===== config.mk =====
export PLATFORM = sky130hd
export DESIGN_NAME = bypass_relay_gain_sequencer_core
export DESIGN_NICKNAME = d
export VERILOG_FILES = /design/src/design/brgs_pkg.sv /design/src/design/brgs_ramp.sv /design/src/design/bypass_relay_gain_sequencer_core.sv
export SDC_FILE = /design/constraint.sdc
export NUM_CORES = 2
export LEC_CHECK = 0
export ABC_AREA = 1
export CORE_MARGIN = 10
export CORE_UTILIZATION = 50
export CTS_CLUSTER_DIAMETER = 50
export DETAILED_ROUTE_END_ITERATION = 16
export DONT_BUFFER_PORTS = 1
export PLACE_DENSITY = 0.69
export SLEW_MARGIN = 20
export SYNTH_ARGS = -nofsm -noshare
export SYNTH_HDL_FRONTEND = slang
export SYNTH_SLANG_ARGS = --single-unit

===== constraint.sdc =====
create_clock -name clock -period 13.28 [get_ports clock]
set_input_delay 2.656 -clock clock [delete_from_list [all_inputs] [get_ports clock]]
set_output_delay 2.656 -clock clock [all_outputs]
set_load 0.01 [all_outputs]

===== src/design/brgs_pkg.sv =====
// Shared types and constants of the bypass relay gain sequencer.
// No dependencies; imported by brgs_ramp and the top level.
`default_nettype none

package brgs_pkg;

   localparam int GAIN_FRAC_BITS = 15;
   localparam int GAIN_WIDTH     = 16;
   localparam int STEP_WIDTH     = 16;
   localparam int COUNT_WIDTH    = 16;
   localparam int CSR_WIDTH      = 16;
   localparam int CSR_ADDR_WIDTH = 2;

   typedef logic [GAIN_WIDTH-1:0]  gain_type;
   typedef logic [STEP_WIDTH-1:0]  step_type;
   typedef logic [COUNT_WIDTH-1:0] count_type;

   // unity gain in Q1.15
   localparam gain_type GAIN_ONE  = gain_type'(1 << GAIN_FRAC_BITS);
   localparam gain_type GAIN_ZERO = '0;

   typedef enum logic [2:0] {
      PH_OFF       = 3'd0,
      PH_SETTLING  = 3'd1,
      PH_ON        = 3'd2,
      PH_RELEASING = 3'd3,
      PH_DRAINING  = 3'd4
   } phase_type;

   typedef enum logic [CSR_ADDR_WIDTH-1:0] {
      CSR_FADE_STEP     = 2'd0,
      CSR_MUTE_STEP     = 2'd1,
      CSR_SETTLE_BLOCKS = 2'd2,
      CSR_DRAIN_BLOCKS  = 2'd3
   } csr_index_type;

   localparam step_type  FADE_STEP_RESET     = 16'd328;
   localparam step_type  MUTE_STEP_RESET     = 16'd3277;
   localparam count_type SETTLE_BLOCKS_RESET = 16'd10;
   localparam count_type DRAIN_BLOCKS_RESET  = 16'd10;

endpackage

`default_nettype wire


===== src/design/brgs_ramp.sv =====
// One linear gain ramp: holds its value and steps it toward a target
// without overshoot. Depends on brgs_pkg.
`default_nettype none

module brgs_ramp (
   input  wire                 clock,
   input  wire                 reset,
   input  wire                 advance,
   input  brgs_pkg::gain_type  target,
   input  brgs_pkg::step_type  step,
   output brgs_pkg::gain_type  value,
   output brgs_pkg::gain_type  value_next
);
   import brgs_pkg::*;

   gain_type value_ff;
   gain_type value_in;
   gain_type up_dist;
   gain_type down_dist;

   assign up_dist   = target - value_ff;
   assign down_dist = value_ff - target;

   always_comb begin
      priority if (value_ff < target) begin
         value_in = (up_dist > step) ? value_ff + gain_type'(step) : target;
      end else if (value_ff > target) begin
         value_in = (down_dist > step) ? value_ff - gain_type'(step) : target;
      end else begin
         value_in = value_ff;
      end
   end

   always_ff @(posedge clock) begin
      if (reset) begin
         value_ff <= GAIN_ZERO;
      end else if (advance) begin
         value_ff <= value_in;
      end
   end

   assign value      = value_ff;
   assign value_next = value_in;

endmodule

`default_nettype wire


===== src/design/bypass_relay_gain_sequencer_core.sv =====
// Top level of the bypass relay gain sequencer: input register, sequencer,
// five gain ramps and the result register. Depends on brgs_pkg, brgs_ramp.
//
// One transaction per audio block. A request is captured in an input register;
// when the result register is free, the sequencer phase, countdown and all five
// ramps are updated in a single pass and the result lands in an output register,
// and a new request can be taken in every cycle while results are taken as they
// come. While a result waits on rsp_tready, one further request is held in the
// input register and req_tready then stays low until the waiting result is taken.
// The gain path is one 16 by 16 multiply (mute times vca ramp) after the ramp
// update, which sets the cycle. Configuration writes take effect at once and
// are meant to be issued only while no transaction is in flight.
`default_nettype none

module bypass_relay_gain_sequencer_core (
   input  wire                              clock,
   input  wire                              reset,
   // request
   input  wire                              req_tvalid,
   output logic                             req_tready,
   input  wire  [15:0]                      req_tdata,  // blend
   input  wire  [3:0]                       req_tuser,  // engaged, trails, analog_dry, has_blend
   // response
   output logic                             rsp_tvalid,
   input  wire                              rsp_tready,
   output logic [79:0]                      rsp_tdata,  // input, wet, dry, mute, vca gains
   output logic [4:0]                       rsp_tuser,  // relay_on, phase[2:0], vca_write
   // register writes
   input  wire                              csr_we,
   input  wire  [brgs_pkg::CSR_ADDR_WIDTH-1:0] csr_addr,
   input  wire  [brgs_pkg::CSR_WIDTH-1:0]   csr_wdata
);
   import brgs_pkg::*;

   // configuration
   step_type  fade_step_ff;
   step_type  mute_step_ff;
   count_type settle_blocks_ff;
   count_type drain_blocks_ff;

   always_ff @(posedge clock) begin
      if (reset) begin
         fade_step_ff     <= FADE_STEP_RESET;
         mute_step_ff     <= MUTE_STEP_RESET;
         settle_blocks_ff <= SETTLE_BLOCKS_RESET;
         drain_blocks_ff  <= DRAIN_BLOCKS_RESET;
      end else if (csr_we) begin
         unique case (csr_index_type'(csr_addr))
            CSR_FADE_STEP:     fade_step_ff     <= step_type'(csr_wdata);
            CSR_MUTE_STEP:     mute_step_ff     <= step_type'(csr_wdata);
            CSR_SETTLE_BLOCKS: settle_blocks_ff <= count_type'(csr_wdata);
            CSR_DRAIN_BLOCKS:  drain_blocks_ff  <= count_type'(csr_wdata);
            default: ;
         endcase
      end
   end

   // input register
   logic     in_valid_ff;
   logic     engaged_ff;
   logic     trails_ff;
   logic     analog_dry_ff;
   logic     has_blend_ff;
   gain_type blend_ff;
   logic     advance;
   logic     rsp_valid_ff;

   assign advance    = in_valid_ff && (!rsp_valid_ff || rsp_tready);
   assign req_tready = !in_valid_ff || advance;

   always_ff @(posedge clock) begin
      if (reset) begin
         in_valid_ff <= 1'b0;
      end else if (req_tready) begin
         in_valid_ff <= req_tvalid;
      end
   end

   always_ff @(posedge clock) begin
      if (req_tvalid && req_tready) begin
         engaged_ff    <= req_tuser[0];
         trails_ff     <= req_tuser[1];
         analog_dry_ff <= req_tuser[2];
         has_blend_ff  <= req_tuser[3];
         blend_ff      <= req_tdata;
      end
   end

   // gain targets
   gain_type blend_sat;
   gain_type wet_share;
   gain_type dry_share;
   gain_type dry_path;
   gain_type t_input;
   gain_type t_wet;
   gain_type t_dry;
   gain_type t_vca;
   gain_type t_mute;

   always_comb begin
      blend_sat = (blend_ff > GAIN_ONE) ? GAIN_ONE : blend_ff;
      wet_share = has_blend_ff ? blend_sat : GAIN_ONE;
      dry_share = has_blend_ff ? GAIN_ONE - blend_sat : GAIN_ZERO;
      dry_path  = engaged_ff ? dry_share : GAIN_ONE;
      t_input   = engaged_ff ? GAIN_ONE : GAIN_ZERO;
      t_wet     = engaged_ff ? wet_share : GAIN_ONE;
      t_vca     = analog_dry_ff ? dry_path : GAIN_ZERO;
      t_dry     = analog_dry_ff ? GAIN_ZERO : dry_path;
   end

   // relay sequencer
   phase_type phase_ff;
   phase_type phase_in;
   count_type count_ff;
   count_type count_in;
   count_type count_dec;
   logic      want_on;
   gain_type  mute_now;

   assign want_on   = engaged_ff || trails_ff;
   assign count_dec = (count_ff != '0) ? count_ff - count_type'(1) : count_ff;

   always_comb begin
      phase_in = phase_ff;
      count_in = count_ff;
      unique case (phase_ff)
         PH_SETTLING: begin
            count_in = count_dec;
            if (count_dec == '0) phase_in = PH_ON;
         end
         PH_ON: begin
            if (!want_on) phase_in = PH_RELEASING;
         end
         PH_RELEASING: begin
            if (want_on) begin
               phase_in = PH_ON;
            end else if (mute_now == GAIN_ZERO) begin
               count_in = drain_blocks_ff;
               phase_in = PH_DRAINING;
            end
         end
         PH_DRAINING: begin
            count_in = count_dec;
            if (count_dec == '0) phase_in = PH_OFF;
         end
         default: begin
            phase_in = PH_OFF;
            if (want_on) begin
               count_in = settle_blocks_ff;
               phase_in = PH_SETTLING;
            end
         end
      endcase
   end

   always_ff @(posedge clock) begin
      if (reset) begin
         phase_ff <= PH_OFF;
         count_ff <= '0;
      end else if (advance) begin
         phase_ff <= phase_in;
         count_ff <= count_in;
      end
   end

   assign t_mute = (phase_in == PH_ON) ? GAIN_ONE : GAIN_ZERO;

   // ramps
   gain_type input_now, input_next;
   gain_type wet_now, wet_next;
   gain_type dry_now, dry_next;
   gain_type vca_now, vca_next;
   gain_type mute_next;

   brgs_ramp u_input_ramp (
      .clock(clock), .reset(reset), .advance(advance),
      .target(t_input), .step(fade_step_ff), .value(input_now), .value_next(input_next)
   );
   brgs_ramp u_wet_ramp (
      .clock(clock), .reset(reset), .advance(advance),
      .target(t_wet), .step(fade_step_ff), .value(wet_now), .value_next(wet_next)
   );
   brgs_ramp u_dry_ramp (
      .clock(clock), .reset(reset), .advance(advance),
      .target(t_dry), .step(fade_step_ff), .value(dry_now), .value_next(dry_next)
   );
   brgs_ramp u_vca_ramp (
      .clock(clock), .reset(reset), .advance(advance),
      .target(t_vca), .step(fade_step_ff), .value(vca_now), .value_next(vca_next)
   );
   brgs_ramp u_mute_ramp (
      .clock(clock), .reset(reset), .advance(advance),
      .target(t_mute), .step(mute_step_ff), .value(mute_now), .value_next(mute_next)
   );

   // vca product and write strobe
   logic [2*GAIN_WIDTH-1:0] vca_product;
   gain_type                vca_gain;
   gain_type                last_vca_ff;
   logic                    vca_write;

   assign vca_product = (2*GAIN_WIDTH)'(mute_next) * (2*GAIN_WIDTH)'(vca_next);
   assign vca_gain    = vca_product[GAIN_FRAC_BITS +: GAIN_WIDTH];
   assign vca_write   = (vca_gain != last_vca_ff);

   always_ff @(posedge clock) begin
      if (reset) begin
         last_vca_ff <= GAIN_ZERO;
      end else if (advance && vca_write) begin
         last_vca_ff <= vca_gain;
      end
   end

   // result register
   logic [79:0] rsp_data_ff;
   logic [4:0]  rsp_user_ff;

   always_ff @(posedge clock) begin
      if (reset) begin
         rsp_valid_ff <= 1'b0;
      end else if (advance) begin
         rsp_valid_ff <= 1'b1;
      end else if (rsp_tready) begin
         rsp_valid_ff <= 1'b0;
      end
   end

   always_ff @(posedge clock) begin
      if (advance) begin
         rsp_data_ff <= {vca_gain, mute_next, dry_next, wet_next, input_next};
         rsp_user_ff <= {vca_write, phase_in, (phase_in != PH_OFF)};
      end
   end

   assign rsp_tvalid = rsp_valid_ff;
   assign rsp_tdata  = rsp_data_ff;
   assign rsp_tuser  = rsp_user_ff;

   // mute stays closed outside the on and releasing phases
   a_mute_closed: assert property (@(posedge clock) disable iff (reset)
      (phase_ff == PH_OFF || phase_ff == PH_SETTLING || phase_ff == PH_DRAINING)
      |-> mute_now == GAIN_ZERO)
      else $error("mute gain open while relays not settled");

   // never overwrite a result that has not been taken
   a_no_overwrite: assert property (@(posedge clock) disable iff (reset)
      !(advance && rsp_valid_ff && !rsp_tready))
      else $error("result register overwritten");

   // a strobed vca value is the one remembered as last written
   a_vca_strobe: assert property (@(posedge clock) disable iff (reset)
      (rsp_valid_ff && rsp_user_ff[4]) |-> rsp_data_ff[79:64] == last_vca_ff)
      else $error("vca strobe out of step with last written value");

   // ramps never pass unity
   a_ramp_bound: assert property (@(posedge clock) disable iff (reset)
      input_now <= GAIN_ONE && wet_now <= GAIN_ONE && dry_now <= GAIN_ONE
      && vca_now <= GAIN_ONE && mute_now <= GAIN_ONE)
      else $error("gain ramp above unity");

endmodule

`default_nettype wire

# After elaboration in Yosys (flattened, before gate mapping)

Index checks and enable logic that the tools add are counted.

Register bits: 286
Logic and storage cells: 141

$lt $le $gt $ge: 21
Multiplexer cells: 43
Equality and inequality tests: 11
$add $sub $neg: 22
Multiply operators: 1
Bitwise gates (word level): 1
Reductions and logical operators: 21

Operators by type and width:

| kind                   | number |
|---|---|
| $mux 16                | 33 |
| $gt 16x16->1           | 15 |
| $sub 16x16->16         | 15 |
| $add 16x16->16         | 5 |
| $lt 16x16->1           | 5 |
| $pmux 16 s3            | 1 |
| $logic_not 16->1       | 2 |
| $mul 16x16->31         | 1 |
| $gt 16x16->1 const B   | 1 |
| $ne 16x16->1           | 1 |
| $reduce_bool 16->1     | 1 |
| $sub 16x1->16 const B  | 1 |
| $sub 16x16->16 const A | 1 |
| $mux 3                 | 5 |
| $pmux 3 s4             | 1 |
| $eq 3x2->1 const B     | 3 |
| $reduce_and 2->1       | 4 |
| $reduce_bool 3->1      | 2 |
| $reduce_and 5->1       | 1 |
| $eq 2x2->1 const B     | 2 |
| $ne 2x2->1 const B     | 2 |
| $eq 3x1->1 const B     | 1 |
| $eq 3x3->1 const B     | 1 |
| $logic_and 1x1->1      | 3 |
| other kinds (8)        | 13 |

# Logic depth before layout (Yosys ltp)

Depth after elaboration: 15
Depth in mapped cells: 80

# Cells and area by module

Synthesis repeated with hierarchy kept, for this count alone.

Cells, all modules: 7,279
Area, all modules: 46,313.2 sq um

Modules (own cells, without submodules):

| module                           | cells each | sequential area each (sq um) | instances | area each (sq um) |
|---|---|---|---|---|
| bypass_relay_gain_sequencer_core | 2,301      | 5,175.0                      | 1         | 17,753.3 |
| brgs_ramp (u_wet_ramp)           | 997        | 320.3                        | 1         | 5,913.2 |
| brgs_ramp (u_dry_ramp)           | 986        | 320.3                        | 1         | 5,704.2 |
| brgs_ramp (u_mute_ramp)          | 1,004      | 320.3                        | 1         | 5,700.5 |
| brgs_ramp (u_vca_ramp)           | 993        | 320.3                        | 1         | 5,626.6 |
| brgs_ramp (u_input_ramp)         | 998        | 320.3                        | 1         | 5,615.4 |

# Least setup slack after synthesis

OpenSTA, ideal clock, no wires.

Kind: flip-flop to flip-flop
Start: register blend_ff[0]
End: register last_vca_ff[10]
Library setup time: 113 ps
Path buffers: 5
Path slack: 2,313 ps
Stages on the path, launching flop included: 68
Arrival: 10,855 ps
Path through: edfxtp_1 nor2_1 nand3_1 nor2_2 nand2_2 nand2_4 buf_6 nand2_1 ha_1 inv_1 nor2_1 nand2_1 nor2_1 nand2_1 nor2_1 inv_1 o21ai_0 nand3_1 [... 32 more ...] inv_1 ha_1 clkbuf_1 a21oi_1 inv_1 a31oi_1 o21ai_0 a221oi_1 nand3_1 nand3_1 nand2_1 nor2_1 nand3_2 nor2_2 nor2_2 buf_6 nor2_1 nor2_1

Cells in the longest elaborated chain, start to end: 14
Elaborated cells between the ends (all ways): 19

RTL lines:

| what                     | line                                    | text |
|---|---|---|
| start: declaration       | bypass_relay_gain_sequencer_core.sv:64  | `gain_type blend_ff;` |
| start signal: assignment | bypass_relay_gain_sequencer_core.sv:85  | `blend_ff <= req_tdata;` |
| $gt 16x16->1             | bypass_relay_gain_sequencer_core.sv:101 | `blend_sat = (blend_ff > GAIN_ONE) ? GAIN_ONE : blend_ff;` |
| $mux 16 (*)              | bypass_relay_gain_sequencer_core.sv:101 |  |
| $sub 16x16->16 (*)       | bypass_relay_gain_sequencer_core.sv:103 | `dry_share = has_blend_ff ? GAIN_ONE - blend_sat : GAIN_ZERO;` |
| $mux 16 (*)              | bypass_relay_gain_sequencer_core.sv:103 |  |
| $mux 16 (*)              | bypass_relay_gain_sequencer_core.sv:104 | `dry_path = engaged_ff ? dry_share : GAIN_ONE;` |
| $mux 16 (*)              | bypass_relay_gain_sequencer_core.sv:107 | `t_vca = analog_dry_ff ? dry_path : GAIN_ZERO;` |
| $sub 16x16->16           | brgs_ramp.sv:22                         | `assign down_dist = value_ff - target;` |
| $gt 16x16->1             | brgs_ramp.sv:28                         | `value_in = (down_dist > step) ? value_ff - gain_type'(step) : target;` |
| $mux 16                  | brgs_ramp.sv:28                         |  |
| $mux 16                  | brgs_ramp.sv:27                         | `end else if (value_ff > target) begin` |
| $mux 16 (*)              | brgs_ramp.sv:25                         | `priority if (value_ff < target) begin` |
| $mul 16x16->31 (*)       | bypass_relay_gain_sequencer_core.sv:202 | `assign vca_product = (2*GAIN_WIDTH)'(mute_next) * (2*GAIN_WIDTH)'(vca_next);` |
| $ne 16x16->1             | bypass_relay_gain_sequencer_core.sv:204 | `assign vca_write = (vca_gain != last_vca_ff);` |
| $logic_and 1x1->1        | bypass_relay_gain_sequencer_core.sv:209 | `end else if (advance && vca_write) begin` |
| end signal: assignment   | bypass_relay_gain_sequencer_core.sv:210 | `last_vca_ff <= vca_gain;` |
| end: declaration         | bypass_relay_gain_sequencer_core.sv:199 | `gain_type last_vca_ff;` |

Every way passes the cells marked *; elsewhere a longest branch is shown, timed or not.
A chain may end at the register's enable or synchronous reset.

# Worst setup path after layout

Start: register blend_ff[0]
End: register last_vca_ff[5]

Same word-level chain as after synthesis.

==> run metrics <==
outcome=completed; final net count=5,856; average size of a mapped cell=~7 sq um; share of the synthesized area in the top cell type=between 10% and 20%; initial core utilization=between 50% and 60%; CP max stage delay=roughly 550 ps; vias in the first global route=about 33,000; Hold Worst Slack=roughly 450 ps; Clk Latency, worst-skew pair=630 ps; PortBufs=0; Area contributors post-synth=ha_1 (16%), fa_1 (11%), dfxtp_1 (9.8%), nand2_1 (9.1%), inv_1 (9.0%); Pins Over Slew Limit=0; H-tree depth=2; pin count of the biggest net entering global routing=between 100 and 150; DRT Pass-1 Iters=6; final core utilization=a little over half; clock skew=between 30 and 40 ps; vias per cell=between 5 and 6; synth unique cells=71; CP arrival=~13,000 ps; crit path max-delay cell type=fa_1; most common cell in the netlist=nand2_1; Clock Sinks=286; EDFF count, synth=about 110; critical path type=reg -> reg; Worst-path clk slew=60 ps; min Tclk post-route=12,610 ps; Fin Setup TNS=0 ps; Mapped Cells=about 5,200; CP Launch Type=flop; post-synthesis sequential area ratio=18.37%; Rows=slightly below 100; Max Buffers Root-to-Sink=3; cell area after synthesis=about 0.037 sq mm; remaining antenna violation count=0; WL per Instance=roughly 20 um; routability cong.=1.000; synth cell count leaders=nand2_1 (895), inv_1 (884), nor2_1 (538), a21oi_1 (485), ha_1 (473); Hold WC Path Type=reg -> reg; async set or reset register ratio after synthesis=0%; Die W=291.6 um; total number of vias=roughly 35,000; #FFs+latches synth=about 290; Die Y=291.6 um; Starting DRT DRC Count=roughly 3,200; Syn Nets=5,919; Final Setup Violations=0; CTS tree=done; Layout area overhead=6.975%; # IOs=130; final worst-path cycle share=around 95%; CTS root buffer=clkbuf_16; Yosys warnings=0; die area=~0.085 sq mm; global route overflow=0; first-pass GRT wire length=about 190,000 um; initial antenna violation count=4; DRC=0; post-synth top area cell=ha_1; total CTS buffers=45; share of cells above drive strength 1=about 5.5%; worst slew pin tran=about 1100 ps; Synth Flop Type=dfxtp_1; Final Hold Viols=0; Critical Path Sink Type=flop; DPL Wire Length=a little under 100,000 um; Total GRT Usage=between 20% and 30%; Core Region=0.07308 sq mm; detailed-route wire length=~120,000 um; worst-path fanout max=17; max-cap viol count=0; Slew Limit Headroom=24.75%; Max Freq=roughly 79 MHz; Critical Path RT=13,790 ps
## worst max-delay path, delay by kind of cell (launching register included)
family                     cells  cell delay (ps)
AOI/OAI and AO/OA              6             1280
xor gates and xnor gates       1              150
adders and majority gates     10             3970
buffers and inverters         11             1360
DFF                            1              420
and+or+nand+nor               39             5340
## per-layer routing
metal / vias up / global-route usage [%] / share of wire (%)
met1: 16263 / 35.21 / 41
met3: 325 / 5.084 / 8.1
met2: 1398 / 45.77 / 45
met5: - / 0 / 0.025
li1: 16809 / - / -
met4: 4 / 12.71 / 5.1
## registers in the layout, indices dropped and copies added, names as in the netlist, 5 cells and up
| signal | flops |
|---|---|
| fade_step_ff | 16 |
| settle_blocks_ff | 16 |
| drain_blocks_ff | 16 |
| u_input_ramp.value | 16 |
| u_wet_ramp.value | 16 |
| blend_ff | 16 |
| u_mute_ramp.value | 16 |
| u_dry_ramp.value | 16 |
| mute_step_ff | 16 |
| last_vca_ff | 16 |
| count_ff | 16 |
| rsp_tuser | 5 |
| u_vca_ramp.value | 16 |
| rsp_tdata | 80 |
## repair_timing
action                                  in CTS  in global routing
hold buffers                                 0                  0
endpoints found under the setup margin       0                 18
setup buffers                                0                 17
endpoints found under the hold margin        0                  0
gates resized for setup                      0                 29
## logic make-up (layout without fill, tap and decap cells)
logic type,after synthesis,after routing,share of synthesized area [%]
other cells,0,3,0
fa+ha+maj,681,681,27.34
buf+inv,1083,1057,11.32
flops,286,286,18.37
simple gates,1828,1828,20.94
xor+xnor,187,187,4.536
compound gates,1130,1130,17.49
## final cells by class
class | count | area (sq um)
inverters | 912 | 3461
fillers | 7232 | 33630
clock inverters | 28 | 317.8
diodes | 3 | 7.507
repair buffers | 58 | 447.9
multi-input cells | 3826 | 26010
repair inverters | 3 | 22.52
flip-flops and latches | 286 | 6777
clock buffers | 56 | 1207
well taps | 959 | 1200
## through the flow
| step | std cells | area, sq um | setup slack (ps) |
|---|---|---|---|
| floorplan | 5195 | 36880 | 2313 |
| global placement | 6024 | 37650 | 652.5 |
| detailed placement | 6024 | 37650 | 455.1 |
| CTS | 6108 | 39180 | 383.6 |
| global route | 6129 | 39450 | -16.53 |
| finish | 6131 | 39450 | 666.5 |
## final timing paths
kind / startpoint / to / slack, ps / cells after the start
min: settle_blocks_ff[0]$_SDFFE_PP0P_ / settle_blocks_ff[0]$_SDFFE_PP0P_ / 450 / 2
max: blend_ff[0]$_DFFE_PP_ / last_vca_ff[5]$_SDFFE_PP0P_ / 670 / 67
max reg2reg: blend_ff[0]$_DFFE_PP_ / last_vca_ff[5]$_SDFFE_PP0P_ / 670 / 67
min reg2reg: settle_blocks_ff[0]$_SDFFE_PP0P_ / settle_blocks_ff[0]$_SDFFE_PP0P_ / 450 / 2
## placed cells by master, fill, tap and decap left out, types with 10 or more instances in the layout
cell	n
nor4_1	10
nor3_1	48
clkinvlp_4	15
fa_1	208
o21a_1	14
o2111ai_1	14
o21ai_0	351
a211oi_1	17
ha_1	472
o211ai_1	49
a21o_1	12
nand2_1	886
dfxtp_1	181
o221ai_1	32
o21ai_1	13
nand2_2	33
buf_4	57
o22ai_1	16
clkbuf_16	45
a31oi_1	14
a21oi_1	485
nand3_2	18
nor2_1	536
inv_2	16
xor2_1	153
nand4_1	28
o31ai_1	23
a22oi_1	13
edfxtp_1	105
a221oi_1	11
nand3_1	197
xnor2_1	30
or2_2	10
o21bai_1	23
clkinv_1	11
inv_1	875
nor2_2	19
Power is not shown: default switching activity piles up to over one toggle a cycle in this logic, so the estimate is an artifact.
